==> config.mk <==
export PLATFORM = sky130hd
export DESIGN_NAME = vau_cordic
export DESIGN_NICKNAME = d
export VERILOG_FILES = /design/src/rtl/core/vau_pkg.sv /design/src/rtl/core/vau_cordic.sv
export SDC_FILE = /design/constraint.sdc
export NUM_CORES = 1
export LEC_CHECK = 0
export BUFFER_PORTS_ARGS = -buffer_cell sky130_fd_sc_hd__buf_2
export CORE_MARGIN = 8
export CORE_UTILIZATION = 45
export DETAILED_ROUTE_END_ITERATION = 7
export PLACE_DENSITY_LB_ADDON = 0.25
export SLEW_MARGIN = 15
export SYNTH_ARGS = -nofsm -noshare
export SYNTH_HDL_FRONTEND = slang
export SYNTH_SLANG_ARGS = --single-unit
==> constraint.sdc <==
create_clock -name clk -period 4.85 [get_ports clk]
set_clock_uncertainty 0.05 [all_clocks]
set_input_delay 0.7275 -clock clk [delete_from_list [all_inputs] [get_ports clk]]
set_output_delay 0.7275 -clock clk [all_outputs]
set_load 0.02 [all_outputs]
==> src/rtl/core/vau_pkg.sv <==
// ---------------------------------------------------------------------------
// vau_pkg: shared types and constants for the Vicsek alignment update block
// Holds the payload structs, register indexes, sequencer states and the
// CORDIC arc table.
// ---------------------------------------------------------------------------
`default_nettype none
package vau_pkg;

    typedef struct packed {
        logic        req_type;
        logic [23:0] pos_x;
        logic [23:0] pos_y;
        logic [15:0] heading;
        logic [15:0] noise_u;
        logic        last;
    } vau_in_t;

    typedef struct packed {
        logic [23:0] new_x;
        logic [23:0] new_y;
        logic [15:0] new_heading;
        logic [7:0]  cell_x;
        logic [7:0]  cell_y;
        logic [8:0]  neighbour_count;
    } vau_out_t;

    localparam logic [1:0] REG_BOX_LENGTH  = 2'd0;
    localparam logic [1:0] REG_SPEED       = 2'd1;
    localparam logic [1:0] REG_NOISE_WIDTH = 2'd2;

    // x/y start value of a rotation, Q30
    localparam logic signed [41:0] START_GAIN = 42'sd652032875;

    typedef enum logic [3:0] {
        ST_IDLE,
        ST_DIST,
        ST_ROT_INIT,
        ST_ROT_RUN,
        ST_ACCUM,
        ST_VEC_INIT,
        ST_VEC_RUN,
        ST_MOVE_INIT,
        ST_MOVE_RUN,
        ST_MOVE_MUL,
        ST_MOVE_WRAP,
        ST_OUT
    } vau_state_t;

    // CORDIC unit control bundle
    typedef struct packed {
        logic       start;
        logic       vector_mode;
        logic [4:0] steps;
    } vau_cordic_ctl_t;

    function automatic logic signed [33:0] arc_of_step(input logic [4:0] i);
        logic signed [33:0] r;
        begin
            case (i)
                5'd0:  r = 34'sh020000000;
                5'd1:  r = 34'sh012E4051D;
                5'd2:  r = 34'sh009FB385B;
                5'd3:  r = 34'sh0051111D4;
                5'd4:  r = 34'sh0028B0D43;
                5'd5:  r = 34'sh00145D7E1;
                5'd6:  r = 34'sh000A2F61E;
                5'd7:  r = 34'sh000517C55;
                5'd8:  r = 34'sh00028BE53;
                5'd9:  r = 34'sh000145F2E;
                5'd10: r = 34'sh0000A2F98;
                5'd11: r = 34'sh0000517CC;
                5'd12: r = 34'sh000028BE6;
                5'd13: r = 34'sh0000145F3;
                5'd14: r = 34'sh00000A2F9;
                5'd15: r = 34'sh00000517C;
                5'd16: r = 34'sh0000028BE;
                5'd17: r = 34'sh00000145F;
                5'd18: r = 34'sh000000A2F;
                5'd19: r = 34'sh000000517;
                5'd20: r = 34'sh00000028B;
                5'd21: r = 34'sh000000145;
                5'd22: r = 34'sh0000000A2;
                5'd23: r = 34'sh000000051;
                default: r = 34'sd0;
            endcase
            return r;
        end
    endfunction

endpackage
`default_nettype wire

==> src/rtl/core/vau_cordic.sv <==
// ---------------------------------------------------------------------------
// vau_cordic: shared iterative CORDIC
// One micro-rotation per cycle, rotation mode (drive z to 0) or vectoring
// mode (drive y to 0). Operands load on start; done pulses after the last step.
// ---------------------------------------------------------------------------
`default_nettype none
module vau_cordic (
    input  wire                           clk,
    input  wire                           rst_n,
    input  wire vau_pkg::vau_cordic_ctl_t ctl,
    input  wire signed [41:0]             x_in,
    input  wire signed [41:0]             y_in,
    input  wire signed [33:0]             z_in,
    output logic signed [41:0]            x_out,
    output logic signed [41:0]            y_out,
    output logic signed [33:0]            z_out,
    output logic                          done
);
    import vau_pkg::*;

    // x/y hold the scaled sums in vectoring mode, up to about 2^41 after gain
    logic signed [41:0] x_reg, y_reg, x_next, y_next;
    logic signed [33:0] z_reg, z_next;
    logic [4:0] i_reg, i_next, n_reg, n_next;
    logic       mode_reg, mode_next, busy_reg, busy_next, done_reg, done_next;
    logic       pos;
    logic signed [41:0] xs, ys;
    logic signed [33:0] arc;

    // one micro-rotation
    always_comb
    begin
        xs  = x_reg >>> i_reg;
        ys  = y_reg >>> i_reg;
        arc = arc_of_step(i_reg);
        pos = mode_reg ? (y_reg > 0) : (z_reg >= 0);
        x_next = x_reg; y_next = y_reg; z_next = z_reg;
        i_next = i_reg; n_next = n_reg; mode_next = mode_reg;
        busy_next = busy_reg; done_next = 1'b0;
        if (ctl.start)
        begin
            x_next = x_in; y_next = y_in; z_next = z_in;
            i_next = 5'd0; n_next = ctl.steps; mode_next = ctl.vector_mode;
            busy_next = 1'b1;
        end
        else if (busy_reg)
        begin
            if (pos ^ mode_reg)
            begin
                x_next = x_reg - ys; y_next = y_reg + xs; z_next = z_reg - arc;
            end
            else
            begin
                x_next = x_reg + ys; y_next = y_reg - xs; z_next = z_reg + arc;
            end
            // vectoring with y>0 rotates clockwise and adds the arc
            if (mode_reg && pos)
            begin
                x_next = x_reg + ys; y_next = y_reg - xs; z_next = z_reg + arc;
            end
            else if (mode_reg)
            begin
                x_next = x_reg - ys; y_next = y_reg + xs; z_next = z_reg - arc;
            end
            i_next = i_reg + 5'd1;
            if (i_reg == n_reg - 5'd1)
            begin
                busy_next = 1'b0;
                done_next = 1'b1;
            end
        end
    end

    always_ff @(posedge clk or negedge rst_n)
    begin
        if (!rst_n)
        begin
            busy_reg <= 1'b0;
            done_reg <= 1'b0;
        end
        else
        begin
            busy_reg <= busy_next;
            done_reg <= done_next;
        end
    end

    always_ff @(posedge clk)
    begin
        x_reg <= x_next; y_reg <= y_next; z_reg <= z_next;
        i_reg <= i_next; n_reg <= n_next; mode_reg <= mode_next;
    end

    assign x_out = x_reg;
    assign y_out = y_reg;
    assign z_out = z_reg;
    assign done  = done_reg;

    // done only follows a running iteration
    assert property (@(posedge clk) disable iff (!rst_n) done |-> $past(busy_reg))
        else $error("cordic done without busy");
    assert property (@(posedge clk) disable iff (!rst_n) ctl.start |=> busy_reg)
        else $error("cordic start did not launch");
    assert property (@(posedge clk) disable iff (!rst_n) done |-> !busy_reg)
        else $error("cordic still busy at done");
endmodule
`default_nettype wire

==> qor.txt <==
Cells after DPL = 4428
Post-synth EDFFs = 124
Latest clock arrival within the worst-skew pair = 520 ps
Via count = 26800
Area of the multi-input gates = 19300 um^2
Status = complete, but fails checks
Mapped Nets = 3561
Kind of critical path = reg -> reg
Prevailing post-synth register cell = edfxtp_1
Wire length per cell = 21.4 um
Pre-CTS WS = -355 ps
Netlist Area Pre-Place = 24200 um^2
Final setup fails = 3
Drt via density = 5.95
Worst EP arrival = 5220 ps
# fillers = 4881
Pre-Repair DR Iteration Count = 6
Post-synth top cells = nand2_1, a21oi_1, nor2_1, o21ai_0, ha_1
Clock Pin Slew Worst Setup and Hold Paths = 80 ps
Detailed placer's ending HPWL = 74.6 mm
Fin crit share = 1.01
Post-route setup slack = -65.9 ps
Initial antenna violation count = 4
Root Driver = clkbuf_16
Fin. max-slew vios = 0
Ys Warns = 0
Vias in the first global route = 25300
CTS sink cnt = 161
F_max = 203 MHz
Fin cells = 4506
Yosys cell types = 95
Pin count of the biggest net entering global routing = 78
Hold Vio Cnt, Final = 0
Slew headroom = 0.321
Cell taking the most area after synthesis = edfxtp_1
First-pass GRT wire length = 143 mm
Total Wirelength = 96.4 mm
Remaining antenna violation count = 0
Number of max-cap violations = 0
Final nets = 4174
Initial DRC Count = 2479
Io pins = 246
Synthesized flop and latch total = 161
Tightest Pin Transition = 1020 ps
FF+latch area = 4490 um^2
Deepest clock path buffer count = 2
Remaining routing DRC violations = 0
Final RePlAce weighted congestion = 0.985
Sum Neg Setup Slack = -102 ps
Worst EP required = 5160 ps
Core area = 53500 um^2
Synth Area per Inst = 7.60 um^2
Final min period = 4920 ps
Share of cells above drive strength 1 = 0.310
# rows = 85
CP startpoint kind = register
HP Class = in -> reg
H-tree Lvls = 4
Port buffer count = 245
Total track usage = 0.298
CTS tree = yes
Grt ovf = 0
Initial core utilization = 0.452
Unrepaired setup endpoints after global routing = yes
Type of element capturing the critical path = register
Total die area = 61400 um^2
Failing checks = setup timing
Die height = 248 um
Inserted Clock Buffers = 17
Sequential share of the synthesized area = 0.185
Die width = 248 um
Most common cell in the synthesized netlist = nand2_1
Syn Inst Count = 3182
Synth-to-Final Area Change = 32.1%
Worst Path Max Fanout = 8
Yosys top cell area share = 0.154
Async SR Flop Fraction = 0.0124
Largest cells by area after synthesis = edfxtp_1, ha_1, a21oi_1
critical path, cell delays in order (launching register included):
cell        delay (ps)
dfxtp_4            380
buf_12             130
buf_12             130
clkinvlp_4         150
buf_12             190
buf_12             140
a211oi_4           250
a21oi_4             50
buf_4              130
mux2_4             270
a21oi_2            120
mux2_4             200
ha_4               140
buf_6              110
o21a_1             140
o21a_1             180
o31a_1             230
nand3_2            140
a211o_1            350
a21o_1             250
o211ai_1           290
nand3_1            180
mux2_4             330
a32oi_2            190
cell type report:
class / instances / share of cell area
antenna: 2 / 0.000157
clock inverter: 13 / 0.00470
clock buffer: 19 / 0.0145
sequential: 161 / 0.140
tap: 696 / 0.0272
timing repair buffer: 801 / 0.183
multi-input combinational: 2582 / 0.603
inverter: 232 / 0.0275
kinds of logic (layout without fill, tap and decap cells):
| kind of cell | count (synthesis) | count (layout) | synth area share |
|---|---|---|---|
| AOI/OAI and AO/OA | 1000 | 1000 | 0.263 |
| DFF | 161 | 161 | 0.185 |
| and+or+nand+nor | 973 | 973 | 0.183 |
| buffers and inverters | 439 | 1065 | 0.0691 |
| other | 0 | 2 | 0 |
| adders and majority gates | 252 | 252 | 0.132 |
| xor gates and xnor gates | 118 | 118 | 0.0427 |
| muxes | 239 | 239 | 0.125 |
path summary, 6_finish.rpt:
| kind | startpoint | endpoint | cells past startpoint | slack (ps) |
|---|---|---|---|---|
| hold / removal | ctl[0] | n_reg[0] | 1 | 330 |
| setup reg to reg | i_reg[0] | y_out[41] | 23 | -70 |
| hold reg to reg | arc[0] | z_out[0] | 2 | 690 |
| min in group asynchronous | rst_n | busy_reg | 2 | 490 |
| setup / recovery | i_reg[0] | y_out[41] | 23 | -70 |
| max in group asynchronous | rst_n | done | 2 | 4130 |
stage by stage:
| step | hold slack [ps] | utilization | cell area [um^2] |
|---|---|---|---|
| CTS | 298 | 0.573 | 30600 |
| detailed placement | 484 | 0.554 | 29600 |
| global route | 306 | 0.597 | 32000 |
| floorplan | 382 | - | 24200 |
| global placement | 486 | 0.554 | 29600 |
| finish | 333 | 0.598 | 32000 |
repair_timing:
action	in CTS	in global routing
setup buffers	11	31
hold buffers	1	0
setup endpoints to repair	41	47
cloned	1	3
pin swaps	13	83
gates resized for setup	72	229
hold endpoints to repair	2	0
cells in the final DEF (no fill, tap or decap), types with 13 or more instances in the layout:
master	instances
a211oi_1	36
a21o_1	51
a21oi_1	274
a21oi_2	13
a31oi_1	27
and3_1	18
buf_12	27
buf_2	244
buf_4	515
clkbuf_16	21
dfxtp_1	30
edfxtp_1	124
ha_1	221
ha_4	13
inv_1	224
mux2_2	68
mux2_4	25
mux2i_1	81
mux2i_2	19
mux4_2	42
nand2_1	341
nand2b_1	37
nand3_1	55
nand4_1	17
nor2_1	273
nor2b_1	37
nor3_1	60
nor4_1	30
o211ai_1	29
o21a_1	58
o21ai_0	211
o21ai_1	31
o21bai_1	36
o22ai_1	17
o31ai_1	20
or3_1	23
xnor2_1	82
xor2_1	36
layer usage:
| metal | global-route usage | share of wire | up-vias |
|---|---|---|---|
| li1 | - | - | 12800 |
| met1 | 0.369 | 0.41 | 12600 |
| met2 | 0.501 | 0.47 | 1149 |
| met3 | 0.0464 | 0.064 | 243 |
| met4 | 0.144 | 0.050 | 4 |
| met5 | 0 | 0.00024 | - |
Power is not shown: default switching activity piles up to over one toggle a cycle in this logic, so the estimate is an artifact.
